File: config.mk
export PLATFORM = sky130hd
export DESIGN_NAME = gregorian_date_arithmetic_top_flat
export DESIGN_NICKNAME = d
export VERILOG_FILES = /design/src/rtl/gda_pkg.sv /design/src/rtl/gda_req_if.sv /design/src/rtl/gda_res_if.sv /design/src/rtl/gregorian_date_arithmetic_top.sv /design/src/rtl/gda_unit.sv /design/src/flat_wrapper.sv
export SDC_FILE = /design/constraint.sdc
export NUM_CORES = 2
export LEC_CHECK = 0
export ABC_CLOCK_PERIOD_IN_PS = 21000
export BUFFER_PORTS_ARGS = -buffer_cell sky130_fd_sc_hd__clkbuf_2
export CORE_MARGIN = 10
export CORE_UTILIZATION = 65
export CTS_BUF_LIST = sky130_fd_sc_hd__clkbuf_16
export DETAILED_ROUTE_END_ITERATION = 16
export GPL_TIMING_DRIVEN = 0
export PLACE_DENSITY = 0.83
export SKIP_CTS_REPAIR_TIMING = 1
export SYNTH_ARGS = -nofsm -noshare
export SYNTH_HDL_FRONTEND = slang
export SYNTH_SLANG_ARGS = --single-unit
File: constraint.sdc
create_clock -name i_clk -period 21 [get_ports i_clk]
set_clock_uncertainty 0.05 [all_clocks]
set_input_delay 1.05 -clock i_clk [delete_from_list [all_inputs] [get_ports i_clk]]
set_output_delay 1.05 -clock i_clk [all_outputs]
set_load 0.1 [all_outputs]
File: src/rtl/gda_pkg.sv
package gda_pkg;

    typedef enum logic [3:0] {
        ST_IDLE,
        ST_CVT,
        ST_OP,
        ST_Q400,
        ST_C100,
        ST_Q4,
        ST_Y1,
        ST_MON,
        ST_WK,
        ST_DONE
    } t_state;

    typedef struct packed {
        logic signed [26:0] a;
        logic signed [15:0] b;
        logic signed [31:0] c;
    } t_mac_op;

    localparam logic [2:0] REQ_ADD  = 3'd0;
    localparam logic [2:0] REQ_SUB  = 3'd1;
    localparam logic [2:0] REQ_DIFF = 3'd2;
    localparam logic [2:0] REQ_CMP  = 3'd3;
    localparam logic [2:0] REQ_WDAY = 3'd4;

    localparam logic signed [31:0] DAYS_400Y   = 32'sd146097;
    localparam logic signed [31:0] DAYS_100Y   = 32'sd36524;
    localparam logic signed [31:0] DAYS_4Y     = 32'sd1461;
    localparam logic signed [31:0] DAYS_1Y     = 32'sd365;
    localparam logic signed [31:0] EPOCH_DAYS  = 32'sd1314873;
    localparam logic signed [31:0] LAST_SERIAL = 32'sd3067670;
    localparam logic signed [31:0] YEAR_OFS    = 32'sd1999;
    localparam logic signed [15:0] RECIP_25    = 16'sd5243;
    localparam logic signed [15:0] RECIP_7     = 16'sd9363;
    localparam logic [21:0]        DIST_MAX    = 22'h3FFFFF;
    localparam logic [13:0]        BASE_YEAR   = 14'd1601;

    function automatic logic [8:0] month_start(input logic [3:0] m);
        logic [8:0] s;
        case (m)
            4'd0, 4'd1: s = 9'd0;
            4'd2:       s = 9'd31;
            4'd3:       s = 9'd59;
            4'd4:       s = 9'd90;
            4'd5:       s = 9'd120;
            4'd6:       s = 9'd151;
            4'd7:       s = 9'd181;
            4'd8:       s = 9'd212;
            4'd9:       s = 9'd243;
            4'd10:      s = 9'd273;
            4'd11:      s = 9'd304;
            default:    s = 9'd334;
        endcase
        return s;
    endfunction

    function automatic logic [4:0] month_len(input logic [3:0] mi);
        logic [4:0] l;
        case (mi)
            4'd1:                     l = 5'd28;
            4'd3, 4'd5, 4'd8, 4'd10:  l = 5'd30;
            default:                  l = 5'd31;
        endcase
        return l;
    endfunction

endpackage

File: src/rtl/gda_req_if.sv
interface gda_req_if #(
    parameter int DAY_COUNT_BITS = 22
);
    logic                      valid;
    logic                      ready;
    logic [2:0]                req_type;
    logic [4:0]                day_a;
    logic [3:0]                month_a;
    logic [13:0]               year_a;
    logic [4:0]                day_b;
    logic [3:0]                month_b;
    logic [13:0]               year_b;
    logic [DAY_COUNT_BITS-1:0] day_count;

    modport source (output valid, req_type, day_a, month_a, year_a, day_b, month_b,
                    year_b, day_count, input ready);
    modport sink (input valid, req_type, day_a, month_a, year_a, day_b, month_b,
                  year_b, day_count, output ready);
endinterface

File: src/rtl/gda_res_if.sv
interface gda_res_if;
    logic               valid;
    logic               ready;
    logic [4:0]         res_day;
    logic [3:0]         res_month;
    logic [13:0]        res_year;
    logic [21:0]        day_distance;
    logic signed [14:0] cmp_value;
    logic [2:0]         weekday;
    logic               range_error;

    modport source (output valid, res_day, res_month, res_year, day_distance, cmp_value,
                    weekday, range_error, input ready);
    modport sink (input valid, res_day, res_month, res_year, day_distance, cmp_value,
                  weekday, range_error, output ready);
endinterface

File: src/rtl/gregorian_date_arithmetic_top.sv
// Channel  Direction  Payload
// i_req    in         req_type, date A, date B, day_count
// o_res    out        result date, day_distance, cmp_value, weekday, range_error
//
// One request at a time; the arithmetic steps run through one shared multiply-add unit,
// while compare and the leap-year test use their own logic. A date becomes a day serial
// in the CVT steps, both dates for difference and date A alone otherwise. Compare and
// difference then finish in OP, weekday in WK; add and subtract rebuild the date by trial
// subtraction. Synchronous active-low reset; the result waits in an output register,
// and a new request is taken while it is stalled.
module gregorian_date_arithmetic_top #(
    parameter int DAY_COUNT_BITS = 22
) (
    input  logic       i_clk,
    input  logic       i_rst_n,
    gda_req_if.sink    i_req,
    gda_res_if.source  o_res
);
    import gda_pkg::*;

    localparam int CNT_BITS = (DAY_COUNT_BITS < 22) ? DAY_COUNT_BITS : 22;

    t_state             r_state, n_state;
    logic [3:0]         r_step;
    logic               r_sel;
    logic [2:0]         r_op;
    logic [4:0]         r_da, r_db;
    logic [3:0]         r_ma, r_mb;
    logic [13:0]        r_ya, r_yb;
    logic [21:0]        r_cnt;
    logic [14:0]        r_t;
    logic [7:0]         r_q1, r_q3;
    logic [5:0]         r_q2, r_q4;
    logic [10:0]        r_wq;
    logic signed [31:0] r_acc, r_sa;
    logic [13:0]        r_yr;
    logic [1:0]         r_cc, r_c1;
    logic [4:0]         r_c4;
    logic [3:0]         r_mi;

    logic [4:0]         r_rd;
    logic [3:0]         r_rm;
    logic [13:0]        r_ry;
    logic [21:0]        r_dist;
    logic signed [14:0] r_cmp;
    logic [2:0]         r_wd;
    logic               r_rng;

    logic               r_ov;
    logic [4:0]         r_od;
    logic [3:0]         r_om;
    logic [13:0]        r_oy;
    logic [21:0]        r_odist;
    logic signed [14:0] r_ocmp;
    logic [2:0]         r_owd;
    logic               r_orng;

    t_mac_op            w_mac;
    logic signed [31:0] w_res;
    logic [4:0]         w_d;
    logic [3:0]         w_m, w_msat;
    logic [13:0]        w_y;
    logic [11:0]        w_q3x25;
    logic [9:0]         w_q4x25;
    logic               w_leap, w_yleap, w_out_free;
    logic signed [31:0] w_adj, w_abs;
    logic [4:0]         w_len;

    gda_unit u_unit (
        .i_op  (w_mac),
        .o_res (w_res)
    );

    assign w_d     = r_sel ? r_db : r_da;
    assign w_m     = r_sel ? r_mb : r_ma;
    assign w_y     = r_sel ? r_yb : r_ya;
    assign w_msat  = (w_m == 4'd0) ? 4'd1 : ((w_m > 4'd12) ? 4'd12 : w_m);
    assign w_q3x25 = 12'(r_q3) * 12'd25;
    assign w_q4x25 = 10'(r_q4) * 10'd25;
    assign w_leap  = ((w_y[1:0] == 2'd0) && (w_y[13:2] != w_q3x25))
                  || ((w_y[3:0] == 4'd0) && (w_y[13:4] == w_q4x25));
    assign w_adj   = 32'(w_d) + 32'(month_start(w_msat))
                   + 32'((w_leap && (w_msat > 4'd2)) ? 1 : 0) - 32'sd1 - EPOCH_DAYS;
    assign w_yleap = (r_c1 == 2'd3) && ((r_c4 != 5'd24) || (r_cc == 2'd3));
    assign w_len   = month_len(r_mi) + 5'((r_mi == 4'd1 && w_yleap) ? 1 : 0);
    assign w_abs   = (w_res < 0) ? -w_res : w_res;
    assign w_out_free = !r_ov || o_res.ready;

    assign i_req.ready = (r_state == ST_IDLE);

    always_comb begin
        w_mac = '0;
        unique case (r_state)
            ST_CVT: begin
                case (r_step)
                    4'd0: begin
                        w_mac.a = 27'(w_y);
                        w_mac.b = 16'sd1;
                        w_mac.c = YEAR_OFS;
                    end
                    4'd1: begin
                        w_mac.a = 27'(r_t[14:2]);
                        w_mac.b = RECIP_25;
                    end
                    4'd2: begin
                        w_mac.a = 27'(r_t[14:4]);
                        w_mac.b = RECIP_25;
                    end
                    4'd3: begin
                        w_mac.a = 27'(w_y[13:2]);
                        w_mac.b = RECIP_25;
                    end
                    4'd4: begin
                        w_mac.a = 27'(w_y[13:4]);
                        w_mac.b = RECIP_25;
                    end
                    4'd5: begin
                        w_mac.a = 27'(r_t);
                        w_mac.b = 16'sd365;
                        w_mac.c = 32'(r_t[14:2]);
                    end
                    4'd6: begin
                        w_mac.a = 27'(r_q1);
                        w_mac.b = -16'sd1;
                        w_mac.c = r_acc;
                    end
                    4'd7: begin
                        w_mac.a = 27'(r_q2);
                        w_mac.b = 16'sd1;
                        w_mac.c = r_acc;
                    end
                    default: begin
                        w_mac.a = r_acc[26:0];
                        w_mac.b = 16'sd1;
                        w_mac.c = w_adj;
                    end
                endcase
            end
            ST_OP: begin
                case (r_op)
                    REQ_ADD: begin
                        w_mac.a = r_sa[26:0];
                        w_mac.b = 16'sd1;
                        w_mac.c = 32'(r_cnt);
                    end
                    REQ_SUB: begin
                        w_mac.a = r_sa[26:0];
                        w_mac.b = 16'sd1;
                        w_mac.c = -32'(r_cnt);
                    end
                    REQ_DIFF: begin
                        w_mac.a = r_acc[26:0];
                        w_mac.b = -16'sd1;
                        w_mac.c = r_sa;
                    end
                    default: begin
                        w_mac.a = r_sa[26:0];
                        w_mac.b = 16'sd1;
                    end
                endcase
            end
            ST_Q400: begin
                w_mac.a = r_acc[26:0];
                w_mac.b = 16'sd1;
                w_mac.c = -DAYS_400Y;
            end
            ST_C100: begin
                w_mac.a = r_acc[26:0];
                w_mac.b = 16'sd1;
                w_mac.c = -DAYS_100Y;
            end
            ST_Q4: begin
                w_mac.a = r_acc[26:0];
                w_mac.b = 16'sd1;
                w_mac.c = -DAYS_4Y;
            end
            ST_Y1: begin
                w_mac.a = r_acc[26:0];
                w_mac.b = 16'sd1;
                w_mac.c = -DAYS_1Y;
            end
            ST_MON: begin
                w_mac.a = r_acc[26:0];
                w_mac.b = 16'sd1;
                w_mac.c = -32'(w_len);
            end
            ST_WK: begin
                case (r_step)
                    4'd0: begin
                        w_mac.a = 27'(r_acc[23:12]);
                        w_mac.b = 16'sd1;
                        w_mac.c = 32'(r_acc[11:0]);
                    end
                    4'd1: begin
                        w_mac.a = r_acc[26:0];
                        w_mac.b = RECIP_7;
                    end
                    default: begin
                        w_mac.a = 27'(r_wq);
                        w_mac.b = -16'sd7;
                        w_mac.c = r_acc;
                    end
                endcase
            end
            default: w_mac = '0;
        endcase
    end

    always_comb begin
        n_state = r_state;
        unique case (r_state)
            ST_IDLE: if (i_req.valid) n_state = ST_CVT;
            ST_CVT: begin
                if (r_step == 4'd8 && (r_sel || r_op != REQ_DIFF)) n_state = ST_OP;
            end
            ST_OP: begin
                case (r_op)
                    REQ_ADD, REQ_SUB: begin
                        if (w_res < 0 || w_res > LAST_SERIAL) n_state = ST_DONE;
                        else n_state = ST_Q400;
                    end
                    REQ_WDAY: n_state = ST_WK;
                    default:  n_state = ST_DONE;
                endcase
            end
            ST_Q400: if (w_res < 0) n_state = ST_C100;
            ST_C100: if (w_res < 0 || r_cc == 2'd3) n_state = ST_Q4;
            ST_Q4:   if (w_res < 0) n_state = ST_Y1;
            ST_Y1:   if (w_res < 0 || r_c1 == 2'd3) n_state = ST_MON;
            ST_MON:  if (w_res < 0 || r_mi == 4'd11) n_state = ST_DONE;
            ST_WK:   if (r_step == 4'd2) n_state = ST_DONE;
            ST_DONE: if (w_out_free) n_state = ST_IDLE;
            default: n_state = ST_IDLE;
        endcase
    end

    always_ff @(posedge i_clk) begin
        if (!i_rst_n) begin
            r_state <= ST_IDLE;
            r_step  <= '0;
            r_sel   <= 1'b0;
        end else begin
            r_state <= n_state;
            if (n_state != r_state || (r_state == ST_CVT && r_step == 4'd8)) r_step <= '0;
            else r_step <= r_step + 4'd1;
            if (r_state == ST_IDLE) r_sel <= 1'b0;
            else if (r_state == ST_CVT && r_step == 4'd8) r_sel <= 1'b1;
        end
    end

    always_ff @(posedge i_clk) begin
        unique case (r_state)
            ST_IDLE: begin
                if (i_req.valid) begin
                    r_op   <= i_req.req_type;
                    r_da   <= i_req.day_a;
                    r_ma   <= i_req.month_a;
                    r_ya   <= i_req.year_a;
                    r_db   <= i_req.day_b;
                    r_mb   <= i_req.month_b;
                    r_yb   <= i_req.year_b;
                    r_cnt  <= 22'(i_req.day_count[CNT_BITS-1:0]);
                    r_rd   <= '0;
                    r_rm   <= '0;
                    r_ry   <= '0;
                    r_dist <= '0;
                    r_cmp  <= '0;
                    r_wd   <= '0;
                    r_rng  <= 1'b0;
                end
            end
            ST_CVT: begin
                case (r_step)
                    4'd0:    r_t  <= w_res[14:0];
                    4'd1:    r_q1 <= w_res[24:17];
                    4'd2:    r_q2 <= w_res[22:17];
                    4'd3:    r_q3 <= w_res[24:17];
                    4'd4:    r_q4 <= w_res[22:17];
                    4'd8: begin
                        r_acc <= w_res;
                        if (!r_sel) r_sa <= w_res;
                    end
                    default: r_acc <= w_res;
                endcase
            end
            ST_OP: begin
                r_acc <= (r_op == REQ_WDAY) ? w_abs : w_res;
                r_yr  <= BASE_YEAR;
                r_cc  <= '0;
                r_c4  <= '0;
                r_c1  <= '0;
                r_mi  <= '0;
                case (r_op)
                    REQ_ADD, REQ_SUB: begin
                        if (w_res < 0 || w_res > LAST_SERIAL) r_rng <= 1'b1;
                    end
                    REQ_DIFF: begin
                        r_dist <= (w_abs > 32'(DIST_MAX)) ? DIST_MAX : w_abs[21:0];
                    end
                    REQ_CMP: begin
                        if (r_ya != r_yb) r_cmp <= 15'({1'b0, r_ya}) - 15'({1'b0, r_yb});
                        else if (r_ma != r_mb) r_cmp <= 15'(r_ma) - 15'(r_mb);
                        else r_cmp <= 15'(r_da) - 15'(r_db);
                    end
                    REQ_WDAY: begin
                        r_dist <= (w_abs > 32'(DIST_MAX)) ? DIST_MAX : w_abs[21:0];
                    end
                    default: ;
                endcase
            end
            ST_Q400: begin
                if (w_res >= 0) begin
                    r_acc <= w_res;
                    r_yr  <= r_yr + 14'd400;
                end
            end
            ST_C100: begin
                if (w_res >= 0 && r_cc != 2'd3) begin
                    r_acc <= w_res;
                    r_cc  <= r_cc + 2'd1;
                    r_yr  <= r_yr + 14'd100;
                end
            end
            ST_Q4: begin
                if (w_res >= 0) begin
                    r_acc <= w_res;
                    r_c4  <= r_c4 + 5'd1;
                    r_yr  <= r_yr + 14'd4;
                end
            end
            ST_Y1: begin
                if (w_res >= 0 && r_c1 != 2'd3) begin
                    r_acc <= w_res;
                    r_c1  <= r_c1 + 2'd1;
                    r_yr  <= r_yr + 14'd1;
                end
            end
            ST_MON: begin
                if (w_res >= 0 && r_mi != 4'd11) begin
                    r_acc <= w_res;
                    r_mi  <= r_mi + 4'd1;
                end else begin
                    r_rd <= r_acc[4:0] + 5'd1;
                    r_rm <= r_mi + 4'd1;
                    r_ry <= r_yr;
                end
            end
            ST_WK: begin
                case (r_step)
                    4'd0:    r_acc <= w_res;
                    4'd1:    r_wq  <= w_res[26:16];
                    default: r_wd  <= w_res[2:0];
                endcase
            end
            default: ;
        endcase
    end

    always_ff @(posedge i_clk) begin
        if (!i_rst_n) begin
            r_ov <= 1'b0;
        end else if (r_state == ST_DONE && w_out_free) begin
            r_ov <= 1'b1;
        end else if (o_res.ready) begin
            r_ov <= 1'b0;
        end
    end

    always_ff @(posedge i_clk) begin
        if (r_state == ST_DONE && w_out_free) begin
            r_od    <= r_rd;
            r_om    <= r_rm;
            r_oy    <= r_ry;
            r_odist <= r_dist;
            r_ocmp  <= r_cmp;
            r_owd   <= r_wd;
            r_orng  <= r_rng;
        end
    end

    assign o_res.valid        = r_ov;
    assign o_res.res_day      = r_od;
    assign o_res.res_month    = r_om;
    assign o_res.res_year     = r_oy;
    assign o_res.day_distance = r_odist;
    assign o_res.cmp_value    = r_ocmp;
    assign o_res.weekday      = r_owd;
    assign o_res.range_error  = r_orng;
endmodule

File: src/rtl/gda_unit.sv
module gda_unit (
    input  gda_pkg::t_mac_op    i_op,
    output logic signed [31:0]  o_res
);
    import gda_pkg::*;

    logic signed [42:0] w_prod;

    assign w_prod = i_op.a * i_op.b;
    assign o_res  = 32'(w_prod) + i_op.c;
endmodule

File: src/flat_wrapper.sv
// flat-port wrapper written by rule: the top's interface ports become plain ports
module gregorian_date_arithmetic_top_flat import gda_pkg::*;
#(
    parameter int DAY_COUNT_BITS = 22
)
  (i_clk, i_rst_n, i_req_valid, i_req_req_type, i_req_day_a, i_req_month_a, i_req_year_a, i_req_day_b, i_req_month_b, i_req_year_b, i_req_day_count, i_req_ready, o_res_valid, o_res_res_day, o_res_res_month, o_res_res_year, o_res_day_distance, o_res_cmp_value, o_res_weekday, o_res_range_error, o_res_ready);
  gda_req_if #(.DAY_COUNT_BITS(DAY_COUNT_BITS)) i_req_i ();
  gda_res_if o_res_i ();
  input  logic i_clk;
  input  logic i_rst_n;
  input wire logic [$bits(i_req_i.valid)-1:0] i_req_valid;
  input wire logic [$bits(i_req_i.req_type)-1:0] i_req_req_type;
  input wire logic [$bits(i_req_i.day_a)-1:0] i_req_day_a;
  input wire logic [$bits(i_req_i.month_a)-1:0] i_req_month_a;
  input wire logic [$bits(i_req_i.year_a)-1:0] i_req_year_a;
  input wire logic [$bits(i_req_i.day_b)-1:0] i_req_day_b;
  input wire logic [$bits(i_req_i.month_b)-1:0] i_req_month_b;
  input wire logic [$bits(i_req_i.year_b)-1:0] i_req_year_b;
  input wire logic [$bits(i_req_i.day_count)-1:0] i_req_day_count;
  output wire logic [$bits(i_req_i.ready)-1:0] i_req_ready;
  output wire logic [$bits(o_res_i.valid)-1:0] o_res_valid;
  output wire logic [$bits(o_res_i.res_day)-1:0] o_res_res_day;
  output wire logic [$bits(o_res_i.res_month)-1:0] o_res_res_month;
  output wire logic [$bits(o_res_i.res_year)-1:0] o_res_res_year;
  output wire logic [$bits(o_res_i.day_distance)-1:0] o_res_day_distance;
  output wire logic [$bits(o_res_i.cmp_value)-1:0] o_res_cmp_value;
  output wire logic [$bits(o_res_i.weekday)-1:0] o_res_weekday;
  output wire logic [$bits(o_res_i.range_error)-1:0] o_res_range_error;
  input wire logic [$bits(o_res_i.ready)-1:0] o_res_ready;
  assign i_req_i.valid = i_req_valid;
  assign i_req_i.req_type = i_req_req_type;
  assign i_req_i.day_a = i_req_day_a;
  assign i_req_i.month_a = i_req_month_a;
  assign i_req_i.year_a = i_req_year_a;
  assign i_req_i.day_b = i_req_day_b;
  assign i_req_i.month_b = i_req_month_b;
  assign i_req_i.year_b = i_req_year_b;
  assign i_req_i.day_count = i_req_day_count;
  assign i_req_ready = i_req_i.ready;
  assign o_res_valid = o_res_i.valid;
  assign o_res_res_day = o_res_i.res_day;
  assign o_res_res_month = o_res_i.res_month;
  assign o_res_res_year = o_res_i.res_year;
  assign o_res_day_distance = o_res_i.day_distance;
  assign o_res_cmp_value = o_res_i.cmp_value;
  assign o_res_weekday = o_res_i.weekday;
  assign o_res_range_error = o_res_i.range_error;
  assign o_res_i.ready = o_res_ready;
  gregorian_date_arithmetic_top #(.DAY_COUNT_BITS(DAY_COUNT_BITS)) u_core (.i_clk(i_clk), .i_rst_n(i_rst_n), .i_req(i_req_i), .o_res(o_res_i));
endmodule
After elaboration in Yosys (flattened, before gate mapping)

Memory sizes are Yosys's and may differ from the RTL's.
Cells that the tools add are included.

Add/sub/neg operators: 22
Multiply operators: 3
Divide/modulo/power cells: 0
Magnitude comparators: 6
Equality and inequality tests: 54
Shift operators: 0
Muxes and demuxes: 76
Bitwise logic cells: 2
Reduce and logical (&&, ||, !) cells: 66

Operators by type and width:

| kind                   | count |
|---|---|
| $pmux W75 S8           | 1 |
| $pmux W43 S8           | 1 |
| $mux W32               | 8 |
| $pmux W32 S7           | 1 |
| $pmux W32 S4           | 1 |
| $mux W14               | 7 |
| $pmux W32 S3           | 1 |
| $pmux W43 S2           | 1 |
| $pmux W14 S5           | 1 |
| $mux W22               | 3 |
| $add A32 B32 Y32       | 2 |
| $mux W4                | 16 |
| $pmux W32 S2           | 1 |
| $mux W15               | 4 |
| $pmux W22 S2           | 1 |
| $mux W43               | 1 |
| $pmux W4 S10           | 1 |
| $eq A4 B3 Y1 const B   | 9 |
| $ge A32 B1 Y1 const B  | 1 |
| $gt A32 B22 Y1 const B | 1 |
| $gt A32 B23 Y1 const B | 1 |
| $lt A32 B1 Y1 const B  | 1 |
| $mul A27 B16 Y32       | 1 |
| $neg A22 Y32           | 1 |
| other kinds (65)       | 163 |

Register bits: 354
Latch bits: 0
RAM bits: 0
Bits in read-only memories: 144
Bits of input ports: 75
Output and inout bits: 66
Word-level logic and storage cells: 269
Memories kept: 1

Memory list:

| name             | depth | width | rd ports | clocked after Yosys merged registers in | wr ports | line          | text |
|---|---|---|---|---|---|---|---|
| (name not given) | 16    | 9     | 1        | 0                                       | 0        | gda_pkg.sv:42 | `case (m)` |

Logic depth before layout (Yosys ltp)

Depth in word-level cells: 22
Gate-level depth with buffers: 48
Depth with buffers taken out: 46

Hierarchy

A second synthesis with hierarchy kept.

Cells, all modules: 3294
Area, all modules: 32935.3 µm²

Modules (own cells, without submodules):

| module                        | instances | cells an instance | area an instance (µm²) | seq. area each (µm²) |
|---|---|---|---|---|
| gregorian_date_arithmetic_top | 1         | 1846              | 20248.2                | 10530.1 |
| gda_unit                      | 1         | 1448              | 12687.2                | 0.0 |

Worst setup path after synthesis

Ideal clock, no wire load.

Path kind: reg2reg
Start point: register u_core.r_sel
End point: register u_core.r_acc[0] (enable)
Setup time: 0.432 ns
Arrival time: 11.438 ns
Required time: 20.518 ns
Setup slack: 9.080 ns
Stages on the path, launching flop included: 45
Buffers on the path: 5
Clock period less this slack: 11.920 ns
Path through: dfxtp_1 > clkbuf_1 > clkbuf_1 > clkbuf_1 > mux2i_1 > nand2_1 > nand2_1 > a21o_1 > ha_1 > o21ai_0 > a21oi_1 > ha_1 > a21o_1 > a21oi_1 > o21bai_1 > a21oi_1 > nor3b_1 > xor2_1 > [... 9 more ...] > fa_1 > fa_1 > inv_1 > ha_1 > and3_1 > a221oi_2 > a2bb2oi_2 > a31oi_1 > a21oi_1 > o21ai_0 > a21o_1 > xor3_1 > buf_2 > buf_1 > nand2_1 > nand2_1 > o21ai_0 > a21oi_1

Longest elaborated chain between the ends: 17
Elaborated cells on any way between the ends: 36
Classes of those cells: 5 x add/sub; 1 x mul; 3 x order compare; 6 x eq/ne; 9 x mux; 11 x reduce/logical; 1 x memory

RTL lines:

| what                                                                      | line                                                                                                             | text |
|---|---|---|
| from (decl)                                                               | gregorian_date_arithmetic_top.sv:25                                                                              | `logic r_sel;` |
| from (signal assigned)                                                    | gregorian_date_arithmetic_top.sv:241                                                                             | `r_sel <= 1'b0;` |
| from (signal assigned)                                                    | gregorian_date_arithmetic_top.sv:246                                                                             | `if (r_state == ST_IDLE) r_sel <= 1'b0;` |
| from (signal assigned)                                                    | gregorian_date_arithmetic_top.sv:247                                                                             | `else if (r_state == ST_CVT && r_step == 4'd8) r_sel <= 1'b1;` |
| parallel branches: the longest is 11 deep, another holds $add A32 B32 Y32 | n/a                                                                                                              |  |
| $pmux W75 S8 (*)                                                          | gregorian_date_arithmetic_top.sv:93                                                                              | `unique case (r_state)` |
| $add A32 B32 Y32 (*)                                                      | gda_unit.sv:10                                                                                                   | `assign o_res = 32'(w_prod) + i_op.c;` |
| $ge A32 B1 Y1 (*)                                                         | n/a                                                                                                              |  |
| $logic_and A1 B1 Y1 (on tied branches)                                    | gregorian_date_arithmetic_top.sv:318, gregorian_date_arithmetic_top.sv:332, gregorian_date_arithmetic_top.sv:339 |  |
| $ne A2 B1 Y1 (no source line)                                             | n/a                                                                                                              |  |
| $reduce_and A7 Y1 (no source line) (*)                                    | n/a                                                                                                              |  |
| to (signal assigned)                                                      | gregorian_date_arithmetic_top.sv:313                                                                             | `r_acc <= w_res;` |
| to (signal assigned)                                                      | gregorian_date_arithmetic_top.sv:319                                                                             | `r_acc <= w_res;` |
| to (signal assigned)                                                      | gregorian_date_arithmetic_top.sv:326                                                                             | `r_acc <= w_res;` |
| to (decl)                                                                 | gregorian_date_arithmetic_top.sv:35                                                                              | `logic signed [31:0] r_acc, r_sa;` |

Mark *: on every way between the ends.
A chain may end at the register's enable or synchronous reset.

Worst setup path in the final report

Start point: register u_core.r_sel
End point: register u_core.r_acc[25] (enable)

Same word-level chain as after synthesis.

==> run summary <==
Syn nets: 3675
Failing checks: max-slew violations
CP max stage cell: buf_1
Fillers: 3309
Design Power: 2.02 mW
Clock Tree Buf Depth: 3
Number of synthesized flops with an enable pin: 344
Crit-path max cell delay: 0.73 ns
Grt total ovfl: 0
DP HPWL: 85.2 mm
GR met3 Demand/Resource: 10.9%
Post-DP Area: 33300 sq um
Switching share of power: 30.6%
Synth Cell Area: 31600 sq um
GRT Total Usage: 36.9%
Startpoint Class: flop
Sequential fraction of the synthesis area: 33.3%
Core Util, Final: 72.3%
Worst Setup SP: u_core.r_sel
Total Wirelength: 106 mm
Vias: 25.6k
Clock-pin slew on the worst setup and hold paths: 0.06 ns
P_sw: 0.618 mW
M1 GR Usage: 50.7%
Register Area: 10500 sq um
Worst rel slew slack: -9.31%
Type of the tightest min-delay check: flop to flop
DRC: 0
Status: finished with violations
Starting Density: 66.0%
Via/cell ratio: 6.59
Power Density: 58.1 nW/um^2
Period Utilization, post-route: 70.2%
Synth Instances: 3055
Num Clock Sinks: 354
RSZ-0062 raised after global routing: false
Nets: 3869
Pre-antenna DRT Iters: 9
Reg-to-reg critical path startpoint: u_core.r_sel
Pre-CTS setup slack: 6.62 ns
Clock buffer count from CTS: 36
Finished Layout Cells: 3892
CP Data Required Time: 21.19 ns
IO Pins: 141
Ys Warns: 0
Fin area: 34700 sq um
Clock network fraction of total power: 36.9%
Endpoints failing setup: 0
Die width: 241 microns
Core area: 47900 sq um
GRT busiest layer: met2
Fin crit period: 14.75 ns
Final hold vios: 0
CTS tree: yes
Achievable Freq: 67.8 MHz
Leakage: 15.6 nW
Sequential Power Share: 41.2%
Syn_area_per_cell: 10.4 sq um
FF+latch count, synth: 354
Routed len/inst: 27.2 microns
Routability Congestion: 1.05
First-pass GRT wire length: 158 mm
Row count: 80
Vias in the first global route: 25.5k
Primary FF master, synth: edfxtp_1
Fraction of registers with async set/reset: 0%
Routed Antenna Nets: 0
Crit Path Class: flop to flop
Distinct cells, synth: 91
Placed Cells: 3826
WP data arrival: 14.94 ns
Comb power frac: 21.9%
GR Util met2: 54.2%
Clock latency on the worst-skew pair: 0.55 ns
Clock root buffer: clkbuf_16
Ant. Diodes: 0
Area of the multi-input gates: 18900 sq um
Final setup TNS: 0 ns
Max Fanout on Critical Path: 21
Internal power: 1.40 mW
Initial antenna violation count: 1
Die Height: 241 microns
Max IR drop VDD: 0.103 mV
Port bufs: 140
Pins Over Slew Limit: 5
Hold_sp: u_core.r_cmp[8]
Worst slew pin tran: 1.64 ns
Max Cap Violations: 0
Layout area overhead: 9.67%
Area of the die: 57900 sq um
Share of layout cells above drive strength 1: 8.61%
CTS HTree Levels: 2
Final hold slack: 0.365 ns
Largest net degree at the start of global routing: 53
Final setup margin: 6.25 ns
Initial DRC Count: 3744
Worst setup EP type: flop
## final cells by class
class / instances / share of cell area [%]
multi-input cells: 2110 / 54.5
flip-flops and latches: 354 / 30.4
inverters: 476 / 5.15
clock buffers: 37 / 2.67
repair buffers: 156 / 2.54
well taps: 615 / 2.22
plain buffers: 115 / 1.36
clock inverters: 29 / 1.21
## routing by layer
metal,wire (microns),up-vias
li1,-,10800
met3,14300,379
met1,41000,12500
met5,111,-
met2,45300,1882
met4,5210,4
## power by group through the flow
stage / logic, mW / registers (mW) / clock network, mW
4_1_cts: 0.422 / 0.830 / 0.741
3_3_place_gp: 0.405 / 0.845 / 0
3_5_place_dp: 0.418 / 0.844 / 0
2_1_floorplan: 0.269 / 0.835 / 0
5_1_grt: 0.465 / 0.832 / 0.768
6_report: 0.441 / 0.831 / 0.744
## cells in the final DEF (no fill, tap or decap), types with 88 or more instances in the layout
master,netlist,routed
inv_1,473,477
edfxtp_1,344,344
fa_1,341,341
nand2_1,261,261
nor2_1,216,214
ha_1,204,204
a21oi_1,159,158
clkbuf_2,0,140
xnor2_1,123,120
o21ai_0,111,110
clkbuf_1,88,88
## path summary, 6_finish.rpt
| path | to | depth (start not counted) | slack [ns] |
|---|---|---|---|
| worst max register to register | u_core.r_acc[25] | 45 | 6.25 |
| worst min-delay path | u_core.o_res.cmp_value[8] | 0 | 0.36 |
| worst max-delay path | u_core.r_acc[25] | 45 | 6.25 |
| worst min register to register | u_core.o_res.cmp_value[8] | 0 | 0.36 |
## worst max-delay path: cells and delay by family (launching register included)
| family | cells | cell delay (ns) |
|---|---|---|
| AOI/OAI and AO/OA | 17 | 4.41 |
| xor gates and xnor gates | 2 | 0.86 |
| adders and majority gates | 8 | 3.27 |
| buffers and inverters | 9 | 3.39 |
| DFF | 1 | 0.35 |
| muxes | 1 | 0.56 |
| and+or+nand+nor | 8 | 1.47 |
## state kept, by name, summed over array words and instances, names as in the netlist, 15 cells and up
register / flops
u_core.o_res.cmp_value: 15
u_core.o_res.day_distance: 22
u_core.r_acc: 32
u_core.r_cmp: 15
u_core.r_cnt: 22
u_core.r_dist: 22
u_core.r_sa: 32
u_core.r_t: 15
## cell usage after synthesis (all sizes together), types with 11 or more instances
library cell	instances	area, sq um
nand3	51	255
and3	18	113
o21ai	112	561
a31oi	26	163
edfxtp	344	10300
xor2	64	561
nand4	16	100
mux2	11	128
a22oi	37	278
a21oi	160	805
o211ai	19	143
o31ai	14	105
and2	44	275
nand2b	20	125
nor4	18	128
nor2b	18	113
clkbuf	88	330
buf	27	141
o22ai	18	113
a22o	11	97.6
a211oi	16	125
nor2	218	823
a21o	40	300
inv	474	1780
ha	204	2550
nor3	35	175
fa	341	6830
a222oi	15	150
nand2	261	980
xnor2	123	1080
or2	12	75.1
a221oi	27	243
mux2i	21	210
## cell families (layout without fill, tap and decap cells)
kind of cell    Yosys count  count (layout)  synth area share (%)
fa+ha+maj               545             545                  29.7
compound gates          587             587                  12.4
xor+xnor                190             190                  5.40
flops                   354             354                  33.3
mux                      32              32                  1.07
simple gates            755             755                  11.1
other cells               1               1                0.0119
buf+inv                 591             813                  7.14
Power figures use the tool's default switching activity.
